[src/hw/rtl/csftm_pkg.sv]
package csftm_pkg;

  // Fixed field widths
  localparam int ID_W    = 11;
  localparam int TS_W    = 32;
  localparam int CNT_W   = 32;
  localparam int SUM_W   = 48;
  localparam int WIDE_W  = 48;
  localparam int CFG_W   = 32;
  localparam int REG_IDX_W = 2;

  typedef logic [REG_IDX_W-1:0] reg_idx_t;

  // Register indexes
  localparam reg_idx_t REG_SAFETY_ID   = 2'd0;
  localparam reg_idx_t REG_INVERSE_ID  = 2'd1;
  localparam reg_idx_t REG_CYCLE_LIMIT = 2'd2;
  localparam reg_idx_t REG_VALID_LIMIT = 2'd3;

  // Status codes
  localparam logic [1:0] STATUS_OK    = 2'd0;
  localparam logic [1:0] STATUS_CYCLE = 2'd1;
  localparam logic [1:0] STATUS_VALID = 2'd2;

  typedef struct packed {
    logic [ID_W-1:0] safety_id;
    logic [ID_W-1:0] inverse_id;
    logic [TS_W-1:0] cycle_limit;
    logic [TS_W-1:0] validation_limit;
  } cfg_t;

  typedef struct packed {
    logic [ID_W-1:0] frame_id;
    logic [TS_W-1:0] arrival_time;
  } frame_word_t;

  typedef struct packed {
    logic [TS_W-1:0]  gap;
    logic [1:0]       status;
    logic [CNT_W-1:0] frame_total;
    logic [CNT_W-1:0] error_total;
    logic [CNT_W-1:0] cycle_count;
    logic [TS_W-1:0]  cycle_min;
    logic [TS_W-1:0]  cycle_max;
    logic [SUM_W-1:0] cycle_sum;
    logic [CNT_W-1:0] valid_count;
    logic [TS_W-1:0]  valid_min;
    logic [TS_W-1:0]  valid_max;
    logic [SUM_W-1:0] valid_sum;
  } report_word_t;

  // One classified frame headed for the statistics stage
  typedef struct packed {
    logic [TS_W-1:0]   gap;
    logic [1:0]        status;
    logic              rec_cycle;
    logic              rec_valid;
    logic [WIDE_W-1:0] value;
  } stat_item_t;

endpackage

[src/hw/rtl/csftm_cfg.sv]
module csftm_cfg
  import csftm_pkg::*;
(
  input  logic             clk,
  input  logic             rst,
  input  logic             cfg_we,
  input  reg_idx_t         cfg_index,
  input  logic [CFG_W-1:0] cfg_data,
  output cfg_t             cfg
);

  // Register file write decode
  always_ff @(posedge clk) begin
    if (rst) begin
      cfg.safety_id        <= ID_W'(1);
      cfg.inverse_id       <= ID_W'(2);
      cfg.cycle_limit      <= '0;
      cfg.validation_limit <= '0;
    end else if (cfg_we) begin
      unique case (cfg_index)
        REG_SAFETY_ID:   cfg.safety_id        <= cfg_data[ID_W-1:0];
        REG_INVERSE_ID:  cfg.inverse_id       <= cfg_data[ID_W-1:0];
        REG_CYCLE_LIMIT: cfg.cycle_limit      <= cfg_data[TS_W-1:0];
        REG_VALID_LIMIT: cfg.validation_limit <= cfg_data[TS_W-1:0];
        default: ;
      endcase
    end
  end

endmodule

[config.mk]
export PLATFORM = sky130hd
export DESIGN_NAME = csftm_cfg
export DESIGN_NICKNAME = d
export VERILOG_FILES = /design/src/hw/rtl/csftm_pkg.sv /design/src/hw/rtl/csftm_cfg.sv
export SDC_FILE = /design/constraint.sdc
export NUM_CORES = 1
export LEC_CHECK = 0
export BUFFER_PORTS_ARGS = -buffer_cell sky130_fd_sc_hd__buf_2
export CAP_MARGIN = 0
export CELL_PAD_IN_SITES_DETAIL_PLACEMENT = 1
export CELL_PAD_IN_SITES_GLOBAL_PLACEMENT = 2
export CORE_MARGIN = 8
export CORE_UTILIZATION = 31
export CTS_BUF_LIST = sky130_fd_sc_hd__clkbuf_2
export DETAILED_ROUTE_END_ITERATION = 10
export HOLD_SLACK_MARGIN = 0.03
export PLACE_DENSITY = 0.8
export SLEW_MARGIN = 15
export SYNTH_ARGS = -nofsm -noshare
export SYNTH_HDL_FRONTEND = slang
export SYNTH_SLANG_ARGS = --single-unit
[constraint.sdc]
create_clock -name clk -period 1.2 [get_ports clk]
set_input_delay 0.24 -clock clk [delete_from_list [all_inputs] [get_ports clk]]
set_output_delay 0.24 -clock clk [all_outputs]
set_load 0.1 [all_outputs]
==> impl_summary.txt <==
----------------------------------------------------
[Run status]
  Run status ... finished with violations
  Failing checks ... setup timing

[Worst setup path]
  Setup CP Type ... flip-flop to output pin
  Buffers and inverters on the worst path ... 1
  Crit path max-delay family ... flip-flops
  Cells along the critical path ... buf_12
  CP Capture Type ... output pin
  Max stage delay cell, worst path ... sky130_fd_sc_hd__dfxtp_2
  Element type at the critical path start ... flip-flop
  Maximum fanout along the worst path ... 2
  Req. time, crit path ... 0.96 ns
  Worst stage delay on the critical path ... 0.44 ns
  CP arrival ... roughly 1.2 ns

[Die]
  Standard-cell row count ... 38
  Chip width ... 122 um
  Die area ... 14,900 um^2
  Y dimension of the die ... between 100 and 150 um
  Initial core utilization ... between 30% and 40%
  Top-level port count ... roughly 120
  Core ar. ... approximately 11,000 um^2

[Synthesis]
  Combined area of all synthesized cells ... approximately 3500 um^2
  Number of enable flip-flop cells after synthesis ... 0
  Synth warn ... 0
  Net Count, Synth ... 357
  Leading register cell type out of synthesis ... sky130_fd_sc_hd__dfxtp_1
  Post-synthesis async set-or-reset flop share ... 0%
  Number of standard cells after synthesis ... 320
  Library cell with the largest summed area after synthesis ... sky130_fd_sc_hd__dfxtp_1
  Mean cell area of the mapped netlist ... 10.9 um^2
  Count of unique library cells instantiated by Yosys ... 13
  Sequential element share of the synthesized area ... 49.5%
  Area contributors post-synth ... sky130_fd_sc_hd__dfxtp_1, sky130_fd_sc_hd__mux2i_1, sky130_fd_sc_hd__nand2b_1
  Most frequent cells after synthesis ... sky130_fd_sc_hd__nand2b_1, sky130_fd_sc_hd__dfxtp_1, sky130_fd_sc_hd__mux2i_1
  Top-area cell type share of the netlist area ... 49.5%
  Seq cells post-synth ... 86
  Leading cell type by number of instances after synthesis ... sky130_fd_sc_hd__nand2b_1

[Final layout]
  Number of standard cells in the layout, taps in and fillers out ... 643
  Post-route cell area ... 6360 um^2
  Leading registers by flop count ... cfg: 86 flops
  Multi-input gate area ... about 1700 um^2
  Area growth from synthesis to layout ... 82.7%
  Final-stage net count ... 535
  Post-route core utilization ... 58.4%
  Layout cells sized above 1 ... 51.7%
  Number of fill cells ... 1,085
  Sequential cell area ... 1850 um^2
  Register containing the most flip-flops in the final layout ... cfg
  Max reg flops ... 86
  Inserted Diodes ... 0

[Pwr]
  Portion of total power attributed to sequential cells ... about 48%
  Clock share of power ... 25.1%
  Power dissipated by switching net loads ... 2250 uW
  Switching share of total power ... 34.9%
  Pwr dens ... 1010 nW/um^2
  Internal power ... 4200 uW
  Combinational share of power ... 27.1%
  Worst vdd ir ... about 0.48 mV
  Leakage Power ... 0.00279 uW

[Routing]
  Highest metal used ... met4
  Initial DRC Count ... 105
  Vias per cell ... 4.51
  Number of antenna-violating nets in the routed design ... 0
  Residual DRC count ... 0
  Detailed-route wire length on metal 1 ... 4260 um
  Detailed-route wire length per cell ... ~17 um
  Wire length on met3 ... 1100 um
  Number of optimization iterations in the first detailed-route pass ... 4
  Met2 wire length ... 5480 um
  Drt total wl ... 11,000 um
  Via total after detailed routing ... 2,901

[STA]
  Final setup viols ... 86
  Setup ws final ... -0.211 ns
  Final critical path time including I/O delays and setup ... ~1.4 ns
  Final TNS setup ... -14.39 ns
  Final Cycle Share ... 118%
  Transition time of the tightest slew-check pin ... 0.291 ns
  Headroom to the max-slew limit ... approximately 80%
  RSZ-0062 raised after global routing ... yes
  Maximum achievable frequency ... 709 MHz
  Final Slew Violations ... 0
  Fin. Hold Viols ... 0
  Setup skew after layout ... 0 ns

[CTS]
  Clock tree sinks ... 86
  Clock tree from TritonCTS ... done
  Clock transition at the registers of the reported paths ... between 0.2 and 0.3 ns
  CTS H-tree lvls ... 3
  Cell at the root of the clock tree ... sky130_fd_sc_hd__clkbuf_2
  TritonCTS buffer count ... 9
  Buffers from clock root to sink, at most ... 2
  Source-to-sink clock delay at the later pin of the worst-skew pair ... 0.50 ns

[Flow run]
  Max Cap Violations ... 0

[GRT]
  First-pass GRT wire length ... ~17,000 um
  Global-route total usage across every layer ... 14.7%
  Pin count of the biggest net entering global routing ... 63
  Antenna violations before repair ... 0
  Vias in the first global route ... 3,237
  Remaining Overflow, GRT ... 0

[Placed design]
  GPL Wtd Cong ... 0.758
  Placed instance count ... 573
  Count of input and output buffers ... 122
  Post-DP Area ... 5730 um^2
  Final HPWL from detailed placement ... 7710 um

[Worst hold path]
  Hold/Removal Path Class ... input pin to flip-flop

----------------------------------------------------
[layer usage]
layer | global-route usage (%) | up-vias
li1 | - | 1406
met1 | 15.3 | 1394
met2 | 25.8 | 87
met3 | 6.57 | 14
met4 | 4.86 | 0
met5 | 0 | -
[per-stage QoR]
step                      hold slack [ns]  total power, uW  setup WS (ns)
final                               0.162             6450         -0.211
after global routing                0.162             6670         -0.268
after CTS                           0.105             6520         -0.263
after detailed placement            0.482             4790        -0.0230
after global placement              0.478             4760        0.00414
after floorplan                     0.407             4120          0.194
[area by class of cell]
class	count	share of cell area (%)
Clock buffer	9	0.709
Clock inverter	7	1.22
Multi-Input combinational cell	212	26.0
Sequential cell	86	29.0
Tap cell	140	2.76
Timing Repair Buffer	189	40.3
[cells by family after synthesis]
group | after synthesis | synth area share [%]
flops | 86 | 49.5
simple gates | 126 | 22.6
mux | 86 | 24.7
buf+inv | 22 | 3.16
[power by group through the flow]
stage	logic [uW]	clock network, uW	registers [uW]
global route	1810	1760	3100
floorplan	304	0	3820
finish	1750	1620	3080
global placement	1620	0	3150
detailed placement	1640	0	3150
CTS	1750	1680	3090
[worst paths after layout]
kind	from	end	slack [ns]	depth (start not counted)
worst max-delay path	cfg[81]	cfg[81]	-0.21	1
worst min register to register	cfg[48]	cfg[48]	0.51	2
worst max register to register	cfg[8]	cfg[8]	0.34	4
worst min-delay path	rst	cfg[65]	0.16	4
[timing repair]
action | in CTS | in global routing
setup buffers | 15 | 7
endpoints found under the hold margin | 79 | 0
endpoints found under the setup margin | 86 | 86
hold buffers | 32 | 0
gates cloned | 0 | 0
gates resized for setup | 1 | 6
[layout by cell type (no fill, tap or decap)]
master	instances
sky130_fd_sc_hd__and3b_1	2
sky130_fd_sc_hd__buf_12	92
sky130_fd_sc_hd__buf_2	36
sky130_fd_sc_hd__buf_4	29
sky130_fd_sc_hd__bufinv_16	1
sky130_fd_sc_hd__clkbuf_2	9
sky130_fd_sc_hd__clkinv_2	1
sky130_fd_sc_hd__clkinvlp_4	1
sky130_fd_sc_hd__dfxtp_2	79
sky130_fd_sc_hd__dfxtp_4	7
sky130_fd_sc_hd__dlygate4sd3_1	32
sky130_fd_sc_hd__inv_6	4
sky130_fd_sc_hd__mux2i_1	86
sky130_fd_sc_hd__nand2b_1	116
sky130_fd_sc_hd__nand3_2	1
sky130_fd_sc_hd__nand3b_1	1
sky130_fd_sc_hd__nor2_1	4
sky130_fd_sc_hd__nor3b_1	1
sky130_fd_sc_hd__or3b_1	1
No activity file was read; power rests on OpenSTA's default activity.
