===== src/hw/rtl/csftm_pkg.sv =====
package csftm_pkg;

  // Fixed field widths
  localparam int ID_W    = 11;
  localparam int TS_W    = 32;
  localparam int CNT_W   = 32;
  localparam int SUM_W   = 48;
  localparam int WIDE_W  = 48;
  localparam int CFG_W   = 32;
  localparam int REG_IDX_W = 2;

  typedef logic [REG_IDX_W-1:0] reg_idx_t;

  // Register indexes
  localparam reg_idx_t REG_SAFETY_ID   = 2'd0;
  localparam reg_idx_t REG_INVERSE_ID  = 2'd1;
  localparam reg_idx_t REG_CYCLE_LIMIT = 2'd2;
  localparam reg_idx_t REG_VALID_LIMIT = 2'd3;

  // Status codes
  localparam logic [1:0] STATUS_OK    = 2'd0;
  localparam logic [1:0] STATUS_CYCLE = 2'd1;
  localparam logic [1:0] STATUS_VALID = 2'd2;

  typedef struct packed {
    logic [ID_W-1:0] safety_id;
    logic [ID_W-1:0] inverse_id;
    logic [TS_W-1:0] cycle_limit;
    logic [TS_W-1:0] validation_limit;
  } cfg_t;

  typedef struct packed {
    logic [ID_W-1:0] frame_id;
    logic [TS_W-1:0] arrival_time;
  } frame_word_t;

  typedef struct packed {
    logic [TS_W-1:0]  gap;
    logic [1:0]       status;
    logic [CNT_W-1:0] frame_total;
    logic [CNT_W-1:0] error_total;
    logic [CNT_W-1:0] cycle_count;
    logic [TS_W-1:0]  cycle_min;
    logic [TS_W-1:0]  cycle_max;
    logic [SUM_W-1:0] cycle_sum;
    logic [CNT_W-1:0] valid_count;
    logic [TS_W-1:0]  valid_min;
    logic [TS_W-1:0]  valid_max;
    logic [SUM_W-1:0] valid_sum;
  } report_word_t;

  // One classified frame headed for the statistics stage
  typedef struct packed {
    logic [TS_W-1:0]   gap;
    logic [1:0]        status;
    logic              rec_cycle;
    logic              rec_valid;
    logic [WIDE_W-1:0] value;
  } stat_item_t;

endpackage


===== src/hw/rtl/csftm_stats.sv =====
module csftm_stats
  import csftm_pkg::*;
(
  input  logic         clk,
  input  logic         rst,
  input  logic         upd,
  input  stat_item_t   item,
  output report_word_t report
);

  logic [CNT_W-1:0] frames, errors, c_cnt, v_cnt;
  logic [TS_W-1:0]  c_min, c_max, v_min, v_max;
  logic [SUM_W-1:0] c_sum, v_sum;

  logic [CNT_W-1:0] frames_next, errors_next, c_cnt_next, v_cnt_next;
  logic [TS_W-1:0]  c_min_next, c_max_next, v_min_next, v_max_next;
  logic [SUM_W-1:0] c_sum_next, v_sum_next;

  logic [TS_W-1:0]  clamped;
  logic [SUM_W:0]   c_add, v_add;

  // Min/max see the value clamped to 32 bits; sums take it whole
  assign clamped = (|item.value[WIDE_W-1:TS_W]) ? '1 : item.value[TS_W-1:0];
  assign c_add   = {1'b0, c_sum} + {1'b0, SUM_W'(item.value)};
  assign v_add   = {1'b0, v_sum} + {1'b0, SUM_W'(item.value)};

  always_comb begin
    frames_next = (frames == '1) ? frames : frames + 1'b1;
    errors_next = errors;
    if (item.status != STATUS_OK && errors != '1) begin
      errors_next = errors + 1'b1;
    end

    c_cnt_next = c_cnt;
    c_min_next = c_min;
    c_max_next = c_max;
    c_sum_next = c_sum;
    if (item.rec_cycle) begin
      c_cnt_next = (c_cnt == '1) ? c_cnt : c_cnt + 1'b1;
      c_min_next = (clamped < c_min) ? clamped : c_min;
      c_max_next = (clamped > c_max) ? clamped : c_max;
      c_sum_next = c_add[SUM_W] ? '1 : c_add[SUM_W-1:0];
    end

    v_cnt_next = v_cnt;
    v_min_next = v_min;
    v_max_next = v_max;
    v_sum_next = v_sum;
    if (item.rec_valid) begin
      v_cnt_next = (v_cnt == '1) ? v_cnt : v_cnt + 1'b1;
      v_min_next = (clamped < v_min) ? clamped : v_min;
      v_max_next = (clamped > v_max) ? clamped : v_max;
      v_sum_next = v_add[SUM_W] ? '1 : v_add[SUM_W-1:0];
    end
  end

  // Running totals and statistics
  always_ff @(posedge clk) begin
    if (rst) begin
      frames <= '0;
      errors <= '0;
      c_cnt  <= '0;
      c_min  <= '1;
      c_max  <= '0;
      c_sum  <= '0;
      v_cnt  <= '0;
      v_min  <= '1;
      v_max  <= '0;
      v_sum  <= '0;
    end else if (upd) begin
      frames <= frames_next;
      errors <= errors_next;
      c_cnt  <= c_cnt_next;
      c_min  <= c_min_next;
      c_max  <= c_max_next;
      c_sum  <= c_sum_next;
      v_cnt  <= v_cnt_next;
      v_min  <= v_min_next;
      v_max  <= v_max_next;
      v_sum  <= v_sum_next;
    end
  end

  // Output word register, loaded with the post-update values
  always_ff @(posedge clk) begin
    if (upd) begin
      report.gap         <= item.gap;
      report.status      <= item.status;
      report.frame_total <= frames_next;
      report.error_total <= errors_next;
      report.cycle_count <= c_cnt_next;
      report.cycle_min   <= c_min_next;
      report.cycle_max   <= c_max_next;
      report.cycle_sum   <= c_sum_next;
      report.valid_count <= v_cnt_next;
      report.valid_min   <= v_min_next;
      report.valid_max   <= v_max_next;
      report.valid_sum   <= v_sum_next;
    end
  end

endmodule


===== config.mk =====
export PLATFORM = sky130hd
export DESIGN_NAME = csftm_stats
export DESIGN_NICKNAME = d
export VERILOG_FILES = /design/src/hw/rtl/csftm_pkg.sv /design/src/hw/rtl/csftm_stats.sv
export SDC_FILE = /design/constraint.sdc
export NUM_CORES = 2
export LEC_CHECK = 0
export ABC_AREA = 1
export ABC_CLOCK_PERIOD_IN_PS = 3350
export CAP_MARGIN = 20
export CORE_MARGIN = 10
export CORE_UTILIZATION = 56
export DETAILED_ROUTE_END_ITERATION = 10
export DONT_BUFFER_PORTS = 1
export GPL_TIMING_DRIVEN = 0
export PLACE_DENSITY = 0.74
export SLEW_MARGIN = 15
export SYNTH_ARGS = -nofsm -noshare
export SYNTH_HDL_FRONTEND = slang
export SYNTH_SLANG_ARGS = --single-unit

===== constraint.sdc =====
create_clock -name clk -period 3.35 [get_ports clk]
set_input_delay 0.8375 -clock clk [delete_from_list [all_inputs] [get_ports clk]]
set_output_delay 0.8375 -clock clk [all_outputs]
set_load 0.01 [all_outputs]

==> flow_summary.ini <==
[synthesis]
ys_seq_area_share_pct = 44.16
avgSynthCellArea_um2 = 7.776
async_flop_share_pct = 0
synthCells = 5428
synth_top_family_by_area = simple AND/OR/NAND/NOR gates
yosysUniqueCellTypes = 56
ys.flop_type = edfxtp_1
synth_xor_area_share_pct = 3.504
synth_mux_area_share_pct = 0
synthAdderAreaFrac_pct = 6.795
ys_warn_count = 0
synth_nets = 5743
synthSimpleGateAreaFrac_pct = 23.23
synth-seq-cells = 738
synth_edf_count = 386
synth-compound-area-share_pct = 13.43
synth_area_um2 = 42210

[clock_tree]
cts_htree_levels = 3
cts_buffer_depth = 3
cts_root_buf = clkbuf_16
numClockSinks = 738
cts-hold-fix-buffers = 0
cts_buffers = 79
clock_latency_ns = 0.66
cts.clk_slew.worst_paths_ns = 0.06
cts_tree = done

[hold_path]
hp-start = item[58]
min_path_type = in -> reg
min_path_cells = 0
holdPathEnd = report[360]

[critical_path]
cp.required_ns = 3.74
slowest_stage = or4_4
path_max_fanout = 7
r2r_start = c_sum[27]
critPathMaxStageDelay_ns = 0.56
reg2reg_to = report[191]
worst-r2r-setup-slack_ns = 0.19
r2r_cells = 12
path_buf_inv = 3
cp-end-kind = flip-flop
path_cells = nor2_1 -> nand2_1 -> nor2_4 -> nand2_4 -> clkbuf_16 -> nor2_4 -> inv_4 -> ha_4 -> nand2_2 -> or4_4 -> nor4_4 -> nand2_4 -> nand2_8 -> clkbuf_16 -> nand2_1 -> and2_4
critical_path_class = in -> reg
crit_family = simple AND/OR/NAND/NOR gates
cp-start-kind = input pin
cp_data_arrival_time_ns = 3.77

[cells_and_area]
fin_util_pct = 63.26
mostFrequentLayoutCells = nand2_1, inv_1, a21oi_1, nand3_1, nor2_1
final_common_cell = nand2_1
fin_nets = 5844
drive_above_1_share_pct = 7.757
syn_to_final_growth_pct = 11.77
nFillCells = 6612

[place]
gp_congestion = 0.9897
post-place-ws_ns = -1.139
dp_hpwl_mm = 117.8
port_buffers = 0

[grt]
use_met1_pct = 42.59
met2_usage_pct = 53.61
grt_pass1_vias = 35715
gr-usage-met3_pct = 7.223
grt_usage_pct = 33.13
grt_first_pass_wirelength_mm = 218.6
antenna_found_initial = 5
grt.busiest_layer = met2
grt_remaining_overflow = 0
grt_start_max_net_pins = 388

[sta]
period_share_pct = 100.7
rsz0062_at_grt = true
fmax_ghz = 0.2966
tightestPinTransition_ns = 2.241
slew_violations = 224
setup_ws_ns = -0.02208
timing.hold.ws_ns = 0.2754
slew-limit-headroom_pct = -49.37
fin_worst_skew_ns = 0.03705
setup_viol = 4
finalCriticalPeriod_ns = 3.372
hold_viol = 0

[power_and_ir_drop]
power_leakage_nw = 20.38
ir_drop_uv = 548.8
power_density_nw_per_um2 = 521.9

[floorplanning]
start_util_pct = 56.60
ioPinCount = 473
die_w_um = 294.5
fp.coreArea_um2 = 74570
num_rows = 100
die_area_um2 = 86750
die_h_um = 294.5

[drt]
wl_per_cell_um = 22.86
postRouteAntennaNets = 0
drc = 0
vias = 38248
first_iter_violations = 3868
vias_per_cell = 5.825
dr.pass1.iters = 8
wirelength_mm = 150.1

[outcome]
status = complete, but fails checks
violations = max-slew violations, negative setup slack

[run]
cap_violations = 0
## layout make-up
cell class | count | area (um^2) | area share, %
repair buffers | 20 | 220.2 | 0.4668
inverters | 767 | 2904 | 6.156
well taps | 969 | 1212 | 2.570
multi-input cells | 3726 | 20340 | 43.11
diodes | 2 | 5.005 | 0.01061
clock inverters | 50 | 645.6 | 1.369
clock buffers | 97 | 2146 | 4.548
plain buffers | 197 | 1066 | 2.260
flip-flops and latches | 738 | 18640 | 39.51
## flip-flops by register name, indices dropped and copies added (netlist names)
register  flops
v_cnt        32
c_max        32
v_sum        48
errors       32
c_min        32
frames       32
v_min        32
c_sum        48
c_cnt        32
report      386
v_max        32
## timing repair
action / CTS / global route
cloned: 0 / 3
setup buffers: 3 / 12
endpoints found under the setup margin: 253 / 250
pin swaps: 3 / 24
gates resized for setup: 60 / 134
## through the flow
stage	cell area, um^2	power [mW]	cells	TNS [ns]
floorplan	42400	13.89	5428	-2.156
global placement	43610	15.21	6397	-279.43
detailed placement	43630	15.26	6398	-261.50
CTS	46590	24.52	6548	-0.1189
global route	47170	25.56	6564	-4.063
finish	47180	24.62	6566	-0.04032
## report_power, final
part | leakage (nW) | internal [mW] | switching, mW | total [mW]
logic | 12.4 | 1.41 | 2.83 | 4.24
registers | 6.67 | 10.4 | 0.698 | 11.1
clock network | 1.34 | 5.48 | 3.83 | 9.31
## logic make-up (layout without fill, tap and decap cells)
group,Yosys count,after routing
AO/OA/AOI/OAI,1070,1070
XOR/XNOR,168,168
adder cells (fa/ha/maj),228,228
buffers and inverters,964,1131
flip-flops,738,738
other,0,2
AND/OR/NAND/NOR,2260,2260
## worst max-delay path by stage
stage	from	end	slack, ns	depth (start not counted)
floorplan	item[38]	report[111]	-0.08	16
global placement	item[46]	report[87]	-1.12	16
detailed placement	item[46]	report[87]	-1.14	16
CTS	item[42]	report[217]	-0.04	18
global route	item[42]	report[87]	-0.12	16
finish	item[33]	report[87]	-0.02	16
## metal layers
metal,vias to the layer above,part of all wire [%]
met5,-,0
met4,0,4.7
met3,314,9.2
met2,1654,46
met1,18004,40
li1,18276,-
## synth_stat cells, types with 10 or more instances
master,instances,area (um^2)
nand2_1,1081,4058
xnor2_1,50,437.9
inv_1,752,2823
o21ai_1,80,400.4
nor3_2,10,100.1
and2_1,64,400.4
dfxtp_1,352,7047
nor2_2,10,62.56
nand4_1,62,387.9
o21ai_2,10,87.58
nor4_1,32,200.2
ha_1,226,2828
o21a_1,19,142.6
o21bai_1,14,105.1
nor3_1,87,435.4
clkbuf_1,139,521.8
edfxtp_1,386,11590
inv_2,13,48.80
o21ai_0,374,1872
a211oi_1,12,90.09
buf_2,33,165.2
a21oi_1,513,2567
or2_2,31,193.9
nor2_1,434,1629
nand3_1,424,2122
xor2_1,117,1025
Note: power is estimated with default switching activity, not from simulation.
